===== src/hw/rtl/complete_fragment_group_finder_macros.svh =====
// Assertion macros shared by the group finder RTL.
// Depends on nothing; files that assert pull it in with an include.
`ifndef COMPLETE_FRAGMENT_GROUP_FINDER_MACROS_SVH
`define COMPLETE_FRAGMENT_GROUP_FINDER_MACROS_SVH

// Same-cycle implication, sampled on clock, off while reset is high.
`define CFGF_ASSERT_NOW(label, ante, cons, msg) \
   label: assert property (@(posedge clock) disable iff (reset) (ante) |-> (cons)) \
      else $error(msg);

// Next-cycle implication, sampled on clock, off while reset is high.
`define CFGF_ASSERT_NEXT(label, ante, cons, msg) \
   label: assert property (@(posedge clock) disable iff (reset) (ante) |=> (cons)) \
      else $error(msg);

`endif


===== src/hw/rtl/cfgf_pkg.sv =====
// Shared types and constants of the complete fragment group finder.
// Used by the controller, the datapath and the top level; depends on nothing.
package cfgf_pkg;

   localparam int SLOTS = 16;
   localparam int ID_W  = 8;
   localparam int VAL_W = 8;
   localparam int KEY_W = 16;
   localparam int CNT_W = 5;

   localparam logic OP_WRITE = 1'b0;
   localparam logic OP_QUERY = 1'b1;

   // A key of 255 stands for id 0 restricted to entries of value 0.
   localparam logic [KEY_W-1:0] KEY_ZERO_ONLY = 16'h00ff;

   typedef struct packed {
      logic write;      // load one table entry from the request
      logic load;       // capture a query key and clear the struck set
      logic step_quad;  // register matches and the partial maxima
      logic step_best;  // register the highest matching value
      logic step_group; // register members, representative and part summary
      logic strike;     // remove the current group from the search
      logic rsp_found;  // load the result registers with the group
      logic rsp_none;   // load the result registers with zeros
   } cfgf_cmd_type;

   typedef struct packed {
      logic any_match;
      logic complete;
   } cfgf_status_type;

endpackage


===== src/hw/rtl/cfgf_ctrl.sv =====
// Controller of the group finder: sequences the search rounds.
// Depends on cfgf_pkg for the command and status structs.
module cfgf_ctrl
   import cfgf_pkg::*;
(
   input  logic            clock,
   input  logic            reset,
   input  logic            start,
   input  logic            req_opcode,
   input  cfgf_status_type status,
   output cfgf_cmd_type    cmd,
   output logic            busy,
   output logic            rsp_valid
);

   localparam logic [2:0] ST_IDLE  = 3'd0;
   localparam logic [2:0] ST_MAX1  = 3'd1;
   localparam logic [2:0] ST_MAX2  = 3'd2;
   localparam logic [2:0] ST_GROUP = 3'd3;
   localparam logic [2:0] ST_CHECK = 3'd4;

   logic [2:0] state_ff, state_in;
   logic       rsp_valid_ff, rsp_valid_in;

   always_comb begin
      state_in = state_ff;
      cmd      = '0;
      unique case (state_ff)
         ST_IDLE: begin
            if (start) begin
               if (req_opcode == OP_QUERY) begin
                  cmd.load = 1'b1;
                  state_in = ST_MAX1;
               end else begin
                  cmd.write    = 1'b1;
                  cmd.rsp_none = 1'b1;
               end
            end
         end
         ST_MAX1: begin
            cmd.step_quad = 1'b1;
            state_in      = ST_MAX2;
         end
         ST_MAX2: begin
            cmd.step_best = 1'b1;
            state_in      = ST_GROUP;
         end
         ST_GROUP: begin
            if (status.any_match) begin
               cmd.step_group = 1'b1;
               state_in       = ST_CHECK;
            end else begin
               cmd.rsp_none = 1'b1;
               state_in     = ST_IDLE;
            end
         end
         ST_CHECK: begin
            if (status.complete) begin
               cmd.rsp_found = 1'b1;
               state_in      = ST_IDLE;
            end else begin
               cmd.strike = 1'b1;
               state_in   = ST_MAX1;
            end
         end
         default: begin
            state_in = ST_IDLE;
         end
      endcase
   end

   assign rsp_valid_in = cmd.rsp_found | cmd.rsp_none;

   always_ff @(posedge clock) begin
      if (reset) begin
         state_ff     <= ST_IDLE;
         rsp_valid_ff <= 1'b0;
      end else begin
         state_ff     <= state_in;
         rsp_valid_ff <= rsp_valid_in;
      end
   end

   assign busy      = (state_ff != ST_IDLE);
   assign rsp_valid = rsp_valid_ff;

endmodule


===== src/hw/rtl/cfgf_dpath.sv =====
// Datapath of the group finder: entry table, match and maximum logic,
// group summary, completeness check and result registers. Uses cfgf_pkg.
module cfgf_dpath
   import cfgf_pkg::*;
#(
   parameter int TABLE_ENTRIES = 16
) (
   input  logic               clock,
   input  logic               reset,
   input  cfgf_cmd_type       cmd,
   input  logic [3:0]         req_entry_index,
   input  logic [ID_W-1:0]    req_entry_id,
   input  logic [VAL_W-1:0]   req_entry_value,
   input  logic [7:0]         req_entry_meta,
   input  logic [KEY_W-1:0]   req_query_key,
   output cfgf_status_type    status,
   output logic               rsp_found,
   output logic [3:0]         rsp_group_index,
   output logic [SLOTS-1:0]   rsp_member_mask
);

   localparam int IDX_W = (TABLE_ENTRIES > 1) ? $clog2(TABLE_ENTRIES) : 1;

   function automatic logic [VAL_W-1:0] vmax(input logic [VAL_W-1:0] a,
                                             input logic [VAL_W-1:0] b);
      return (a > b) ? a : b;
   endfunction

   // Bits 0..last set: the parts that a complete group must cover.
   function automatic logic [SLOTS-1:0] fill_mask(input logic [3:0] last);
      logic [SLOTS-1:0] m;
      for (int p = 0; p < SLOTS; p++) begin
         m[p] = (4'(p) <= last);
      end
      return m;
   endfunction

   logic [ID_W-1:0]  id_ff   [TABLE_ENTRIES];
   logic [VAL_W-1:0] val_ff  [TABLE_ENTRIES];
   logic [7:0]       meta_ff [TABLE_ENTRIES];

   logic [ID_W-1:0]  key_ff;
   logic             key_ok_ff;
   logic             zero_only_ff;
   logic [SLOTS-1:0] struck_ff;

   logic [SLOTS-1:0] match_ff;
   logic [VAL_W-1:0] quad_ff [4];
   logic [VAL_W-1:0] best_ff;
   logic             any_ff;
   logic [SLOTS-1:0] members_ff;
   logic [3:0]       rep_ff;
   logic [3:0]       last_ff;
   logic [SLOTS-1:0] parts_ff;
   logic [CNT_W-1:0] count_ff;

   logic             found_ff;
   logic [3:0]       index_ff;
   logic [SLOTS-1:0] mask_ff;

   logic [VAL_W-1:0] val_pad  [SLOTS];
   logic [7:0]       meta_pad [SLOTS];
   logic [SLOTS-1:0] match_in;
   logic [VAL_W-1:0] mval     [SLOTS];
   logic [VAL_W-1:0] quad_in  [4];
   logic [SLOTS-1:0] members_in;
   logic [SLOTS-1:0] first_in;
   logic [3:0]       rep_in;
   logic [3:0]       last_in;
   logic [SLOTS-1:0] parts_in;
   logic [CNT_W-1:0] count_in;
   logic             wr_ok;
   logic [IDX_W-1:0] wr_idx;

   assign wr_ok  = ({1'b0, req_entry_index} < 5'(TABLE_ENTRIES));
   assign wr_idx = req_entry_index[IDX_W-1:0];

   always_ff @(posedge clock) begin
      if (reset) begin
         for (int s = 0; s < TABLE_ENTRIES; s++) begin
            id_ff[s]   <= '0;
            val_ff[s]  <= '0;
            meta_ff[s] <= '0;
         end
      end else if (cmd.write && wr_ok) begin
         id_ff[wr_idx]   <= req_entry_id;
         val_ff[wr_idx]  <= req_entry_value;
         meta_ff[wr_idx] <= req_entry_meta;
      end
   end

   // Slots above the table size read as empty and never match.
   genvar g;
   for (g = 0; g < SLOTS; g++) begin : g_slot
      if (g < TABLE_ENTRIES) begin : g_live
         assign val_pad[g]  = val_ff[g];
         assign meta_pad[g] = meta_ff[g];
         assign match_in[g] = key_ok_ff && !struck_ff[g] && (id_ff[g] == key_ff)
                              && (!zero_only_ff || (val_ff[g] == '0));
      end else begin : g_pad
         assign val_pad[g]  = '0;
         assign meta_pad[g] = '0;
         assign match_in[g] = 1'b0;
      end
      assign mval[g] = match_in[g] ? val_pad[g] : '0;
   end

   always_comb begin
      for (int q = 0; q < 4; q++) begin
         quad_in[q] = vmax(vmax(mval[4*q], mval[4*q+1]), vmax(mval[4*q+2], mval[4*q+3]));
      end
   end

   always_comb begin
      for (int s = 0; s < SLOTS; s++) begin
         members_in[s] = match_ff[s] && (val_pad[s] == best_ff);
      end
      // Isolate the lowest member: it is the representative.
      first_in = members_in & (~members_in + 1'b1);
      rep_in   = '0;
      last_in  = '0;
      parts_in = '0;
      count_in = '0;
      for (int s = 0; s < SLOTS; s++) begin
         if (first_in[s]) begin
            rep_in  = rep_in | 4'(s);
            last_in = last_in | meta_pad[s][3:0];
         end
         if (members_in[s]) begin
            parts_in = parts_in | (SLOTS'(1) << meta_pad[s][7:4]);
         end
         count_in = count_in + CNT_W'(members_in[s]);
      end
   end

   always_ff @(posedge clock) begin
      if (reset) begin
         key_ff       <= '0;
         key_ok_ff    <= 1'b0;
         zero_only_ff <= 1'b0;
         struck_ff    <= '0;
      end else if (cmd.load) begin
         key_ff       <= (req_query_key == KEY_ZERO_ONLY) ? '0 : req_query_key[ID_W-1:0];
         key_ok_ff    <= (req_query_key[KEY_W-1:ID_W] == '0);
         zero_only_ff <= (req_query_key == KEY_ZERO_ONLY);
         struck_ff    <= '0;
      end else if (cmd.strike) begin
         struck_ff <= struck_ff | members_ff;
      end
   end

   always_ff @(posedge clock) begin
      if (cmd.step_quad) begin
         match_ff <= match_in;
         quad_ff  <= quad_in;
      end
      if (cmd.step_best) begin
         best_ff <= vmax(vmax(quad_ff[0], quad_ff[1]), vmax(quad_ff[2], quad_ff[3]));
         any_ff  <= |match_ff;
      end
      if (cmd.step_group) begin
         members_ff <= members_in;
         rep_ff     <= rep_in;
         last_ff    <= last_in;
         parts_ff   <= parts_in;
         count_ff   <= count_in;
      end
   end

   // Complete when the member count equals last + 1 and the parts seen are
   // exactly 0..last, so each part occurs once.
   assign status.any_match = any_ff;
   assign status.complete  = (count_ff == ({1'b0, last_ff} + 5'd1))
                             && (parts_ff == fill_mask(last_ff));

   always_ff @(posedge clock) begin
      if (reset) begin
         found_ff <= 1'b0;
         index_ff <= '0;
         mask_ff  <= '0;
      end else if (cmd.rsp_found) begin
         found_ff <= 1'b1;
         index_ff <= rep_ff;
         mask_ff  <= members_ff;
      end else if (cmd.rsp_none) begin
         found_ff <= 1'b0;
         index_ff <= '0;
         mask_ff  <= '0;
      end
   end

   assign rsp_found       = found_ff;
   assign rsp_group_index = index_ff;
   assign rsp_member_mask = mask_ff;

endmodule


===== src/hw/rtl/complete_fragment_group_finder.sv =====
// Top level of the complete fragment group finder.
// Instantiates cfgf_ctrl and cfgf_dpath; uses cfgf_pkg and the macro header.
//
//   channel   handshake            payload
//   request   start / busy         req_opcode, req_entry_index, req_entry_id,
//                                  req_entry_value, req_entry_meta, req_query_key
//   response  rsp_valid (strobe)   rsp_found, rsp_group_index, rsp_member_mask
//
// A write word is answered in the next cycle and busy stays low.
// A query runs rounds; a round that finds an incomplete group strikes it. It
// answers with that group when a round finds a complete group, and with zeros
// when a round finds no match.
// Synchronous reset clears the table and the controller. The receiver cannot
// stall: rsp_valid marks each result word for exactly one cycle.
`include "complete_fragment_group_finder_macros.svh"

module complete_fragment_group_finder
   import cfgf_pkg::*;
#(
   parameter int TABLE_ENTRIES = 16
) (
   input  logic               clock,
   input  logic               reset,
   input  logic               start,
   output logic               busy,
   input  logic               req_opcode,
   input  logic [3:0]         req_entry_index,
   input  logic [ID_W-1:0]    req_entry_id,
   input  logic [VAL_W-1:0]   req_entry_value,
   input  logic [7:0]         req_entry_meta,
   input  logic [KEY_W-1:0]   req_query_key,
   output logic               rsp_valid,
   output logic               rsp_found,
   output logic [3:0]         rsp_group_index,
   output logic [SLOTS-1:0]   rsp_member_mask
);

   cfgf_cmd_type    cmd;
   cfgf_status_type status;

   cfgf_ctrl u_ctrl (
      .clock      (clock),
      .reset      (reset),
      .start      (start),
      .req_opcode (req_opcode),
      .status     (status),
      .cmd        (cmd),
      .busy       (busy),
      .rsp_valid  (rsp_valid)
   );

   cfgf_dpath #(
      .TABLE_ENTRIES (TABLE_ENTRIES)
   ) u_dpath (
      .clock           (clock),
      .reset           (reset),
      .cmd             (cmd),
      .req_entry_index (req_entry_index),
      .req_entry_id    (req_entry_id),
      .req_entry_value (req_entry_value),
      .req_entry_meta  (req_entry_meta),
      .req_query_key   (req_query_key),
      .status          (status),
      .rsp_found       (rsp_found),
      .rsp_group_index (rsp_group_index),
      .rsp_member_mask (rsp_member_mask)
   );

   `CFGF_ASSERT_NOW(a_rep_is_member, rsp_valid && rsp_found, rsp_member_mask[rsp_group_index], "representative is not a member of the reported group")
   `CFGF_ASSERT_NOW(a_none_is_zero, rsp_valid && !rsp_found, (rsp_group_index == '0) && (rsp_member_mask == '0), "result without a group carries nonzero payload")
   `CFGF_ASSERT_NEXT(a_write_answered, start && !busy && (req_opcode == OP_WRITE), rsp_valid && !busy, "write word not answered in the next cycle")
   `CFGF_ASSERT_NOW(a_rsp_has_cause, rsp_valid, $past(busy) || $past(start), "result word without a request being served")

endmodule

===== config.mk =====
export PLATFORM = sky130hd
export DESIGN_NAME = complete_fragment_group_finder
export DESIGN_NICKNAME = d
export VERILOG_FILES = /design/src/hw/rtl/cfgf_pkg.sv /design/src/hw/rtl/cfgf_ctrl.sv /design/src/hw/rtl/cfgf_dpath.sv /design/src/hw/rtl/complete_fragment_group_finder.sv
export VERILOG_INCLUDE_DIRS = /design/src /design/src/hw/rtl
export SDC_FILE = /design/constraint.sdc
export NUM_CORES = 1
export LEC_CHECK = 0
export BUFFER_PORTS_ARGS = -buffer_cell sky130_fd_sc_hd__buf_2
export CAP_MARGIN = 5
export CELL_PAD_IN_SITES_DETAIL_PLACEMENT = 1
export CELL_PAD_IN_SITES_GLOBAL_PLACEMENT = 1
export CORE_MARGIN = 3
export CORE_UTILIZATION = 35
export CTS_CLUSTER_SIZE = 10
export DETAILED_ROUTE_END_ITERATION = 7
export PLACE_DENSITY = 0.7
export SYNTH_ARGS = -nofsm -noshare
export SYNTH_HDL_FRONTEND = slang
export SYNTH_SLANG_ARGS = --single-unit

===== constraint.sdc =====
create_clock -name clock -period 5.2 [get_ports clock]
set_clock_uncertainty 0.2 [all_clocks]
set_input_delay 0.52 -clock clock [delete_from_list [all_inputs] [get_ports clock]]
set_output_delay 0.52 -clock clock [all_outputs]
set_load 0.05 [all_outputs]

==> metrics.csv <==
stage,metric,value,unit
worst_setup_path,Worst Setup End Kind,flip-flop,
detailed_routing,WL final,131000,µm
detailed_routing,DR WL/cell,28.0,µm
final_layout,Final nets,3632,
worst_setup_path,reg2reg start,u_dpath.val_ff[1][0]$_SDFFCE_PN0P_,
worst_setup_path,Crit Path Max Fanout,8,
detailed_routing,DR vias,26810,
yosys,syn_area_per_cell,10.6,µm²
die,Die W,309,µm
global_routing,first-pass GRT wire length,184000,µm
timing,RSZ-0062 raised after global routing,true,
place,dpl cells,4454,
yosys,post-synthesis sequential area ratio,48.6,%
timing,setup TNS,0,ns
final_layout,most frequent cells in the layout,"edfxtp_1 (486), and2_1 (432), buf_4 (358)",
timing,Max-slew headroom,13.7,%
yosys,Syn Std Cell Area,32100,µm²
yosys,synth unique cells,92,
worst_setup_path,critical path required time,5.37,ns
worst_setup_path,Crit Path Class,reg2reg,
timing,Final Setup Violations,0,
clocking,Root Buffer,clkbuf_16,
place,GPL Wtd Cong,0.998,
yosys,"flops & latches, synth",537,
timing,Worst-Margin Slew,1.29,ns
yosys,Synth Net Count,3223,
place,HPWL after DPL,92600,µm
outcome,status,"complete, no violations",
worst_setup_path,Max stage delay on crit path,0.45,ns
die,FP Rows,110,
clocking,Longest Clk Path Bufs,3,
final_layout,layout cells sized above 1,25.8,%
global_routing,vias in the first global route,26825,
global_routing,largest net degree at the start of global routing,49,
die,num ports,71,
yosys,Synth Flop Type,edfxtp_1,
timing,Hold WS,0.107,ns
timing,Fmax,194,MHz
global_routing,total gr overflow,0,
global_routing,All-Layer GR Usage,26.2,%
worst_setup_path,Worst setup SP type,flip-flop,
clocking,CTS tree,built,
die,Initial Util,35.5,%
place,port buffer count,70,
worst_setup_path,WP buf/inv,4,
clocking,clock latency on the worst-skew pair,0.62,ns
yosys,Synth warnings,0,
detailed_routing,Initial DRC Count,2747,
clocking,number of clock sinks,537,
power,leakage power,15.2,nW
hold_path,Hold Path Class,in2reg,
worst_setup_path,CP arrival,5.32,ns
job,MaxCap Viol Count,0,
detailed_routing,vias per cell,5.75,
worst_setup_path,CP top delay family,compound AO/OA/AOI/OAI gates,
final_layout,fill count,9838,
clocking,CTS Buf Count,67,
timing,pins over their slew limit,0,
worst_setup_path,CP startpoint,u_dpath.val_ff[1][0]$_SDFFCE_PN0P_,
power,PwrDens,261,nW/µm²
power,Peak VDD IR,0.357,mV
die,die height,309,µm
global_routing,initial antenna violation count,12,
timing,min cycle time layout,5.15,ns
timing,final critical-path share of the clock period,99.0,%
detailed_routing,Final ANT Viol Nets,0,
yosys,Async SR Flop Fraction,0,%
clocking,clock slew at reported path FFs,0.06,ns
worst_setup_path,CP max-delay cell,a2111oi_4,
detailed_routing,first-pass iteration count of the detailed router,5,
yosys,number of flops mapped to enable cells by yosys,486,
final_layout,Area Overhead vs Synth,25.1,%
yosys,Post-Synthesis Cells,3034,
worst_setup_path,crit-path cells,nor4_1 > nand2_1 > a2111oi_4 > buf_6 > buf_12 > nand2_2 > inv_2 > ha_4 > nor2b_4 > o21a_1 > o21a_1 > o21ai_1 > a21o_2 > buf_6 > nor2_2 > a21oi_2 > ha_2 > nor2b_4 > o21a_1 > o21a_1 > o21a_1 > o21ai_4 > a21oi_4 > o32a_1,
hold_path,hold path start,start,
timing,count of final hold-check violations,0,
detailed_routing,Remaining DRCs,0,
die,Core ar.,90600,µm²
final_layout,"most common cell after layout, fill and taps aside",edfxtp_1,
worst_setup_path,Crit path top cell by count,o21a_1,
final_layout,Layout Cells excl Fill,4662,
clocking,H-tree level count,3,
die,die area,95400,µm²
area by class of cell:
type | count | area (µm²) | share of cell area, %
Tap cell | 1176 | 1470 | 3.66
Multi-Input combinational cell | 2239 | 16900 | 42.0
Sequential cell | 537 | 15600 | 38.9
Clock buffer | 96 | 1850 | 4.60
Inverter | 109 | 414 | 1.03
Timing Repair Buffer | 489 | 3810 | 9.49
Clock inverter | 13 | 126 | 0.315
Antenna cell | 3 | 7.51 | 0.0187
synthesized netlist by cell type, drive strengths merged, types with 60 or more instances:
library cell / number / area [µm²]
xnor2: 251 / 2210
edfxtp: 486 / 14600
nand2: 246 / 923
o21ai: 60 / 300
ha: 131 / 1640
nand4: 62 / 394
nor2: 155 / 604
nand3: 108 / 551
inv: 109 / 409
and2: 447 / 2800
clkbuf: 94 / 357
a21oi: 78 / 390
timing repair:
item,in CTS,in global routing
gates resized for setup,38,294
cloned,1,6
hold buffers,11,0
endpoints found under the setup margin,35,34
pin swaps,15,134
hold endpoints to repair,9,0
buffers inserted,14,71
path summary, 6_finish.rpt:
| kind | depth (start not counted) | slack, ns | endpoint |
|---|---|---|---|
| setup / recovery | 24 | 0.05 | u_dpath.quad_ff[24]$_DFFE_PP_ |
| hold reg to reg | 2 | 0.27 | u_dpath.struck_ff[13]$_SDFFE_PP0P_ |
| hold / removal | 3 | 0.11 | u_ctrl.state_ff[0]$_SDFFE_PP0P_ |
| setup reg to reg | 24 | 0.05 | u_dpath.quad_ff[24]$_DFFE_PP_ |
metrics by stage:
step / setup slack [ns] / total power, mW / util, % / cell area [µm²]
2_1_floorplan: 0.0216 / 5.62 / - / 32200
3_3_place_gp: -0.231 / 6.02 / 39.6 / 35900
3_5_place_dp: -0.337 / 6.04 / 39.6 / 35900
4_1_cts: 0.00149 / 10.4 / 42.2 / 38200
5_1_grt: -0.222 / 10.8 / 44.4 / 40200
6_report: 0.0536 / 10.5 / 44.4 / 40200
sequential cells by signal, summed over array words and instances (netlist names), 3 cells and up:
| signal | cells |
|---|---|
| u_dpath.best_ff | 8 |
| u_dpath.count_ff | 5 |
| u_dpath.quad_ff | 32 |
| u_dpath.rsp_member_mask | 16 |
| u_dpath.id_ff | 128 |
| u_dpath.struck_ff | 16 |
| u_dpath.last_ff | 4 |
| u_dpath.match_ff | 16 |
| u_dpath.parts_ff | 16 |
| u_ctrl.state_ff | 3 |
| u_dpath.val_ff | 128 |
| u_dpath.rep_ff | 4 |
| u_dpath.key_ff | 8 |
| u_dpath.members_ff | 16 |
| u_dpath.rsp_group_index | 4 |
| u_dpath.meta_ff | 128 |
worst register-to-register path, stage by stage (launching register included):
cell and delay [ns]:
edfxtp_1 0.41, nor4_1 0.35, nand2_1 0.26, a2111oi_4 0.45
buf_6 0.19, buf_12 0.13, nand2_2 0.06, inv_2 0.09
ha_4 0.15, nor2b_4 0.04, o21a_1 0.18, o21a_1 0.18
o21ai_1 0.13, a21o_2 0.24, buf_6 0.13, nor2_2 0.04
a21oi_2 0.14, ha_2 0.21, nor2b_4 0.04, o21a_1 0.18
o21a_1 0.19, o21a_1 0.21, o21ai_4 0.24, a21oi_4 0.14
o32a_1 0.34
metal layers:
layer | track usage (%) | part of all wire (%) | vias up
met5 | 0 | 0 | -
met4 | 7.13 | 2.9 | 0
met3 | 4.05 | 7.3 | 206
met2 | 42.1 | 46 | 1095
met1 | 36.9 | 43 | 13728
li1 | - | - | 11781
where the power goes:
| group | leakage [nW] | total [mW] | switching (mW) | internal (mW) |
|---|---|---|---|---|
| sequential | 5.23 | 5.02 | 0.153 | 4.87 |
| clock | 0.956 | 4.44 | 1.92 | 2.52 |
| combinational | 9.01 | 1.04 | 0.629 | 0.406 |
| total | 15.2 | 10.5 | 2.70 | 7.79 |
kinds of logic after synthesis:
family | count (synthesis) | synth area share, %
flip-flops | 537 | 48.6
AND/OR/NAND/NOR | 1347 | 23.4
adder cells (fa/ha/maj) | 141 | 5.73
AO/OA/AOI/OAI | 458 | 10.4
buffers and inverters | 260 | 3.68
multiplexers | 27 | 0.912
XOR/XNOR | 264 | 7.22
Note: power is estimated with default switching activity, not from simulation.
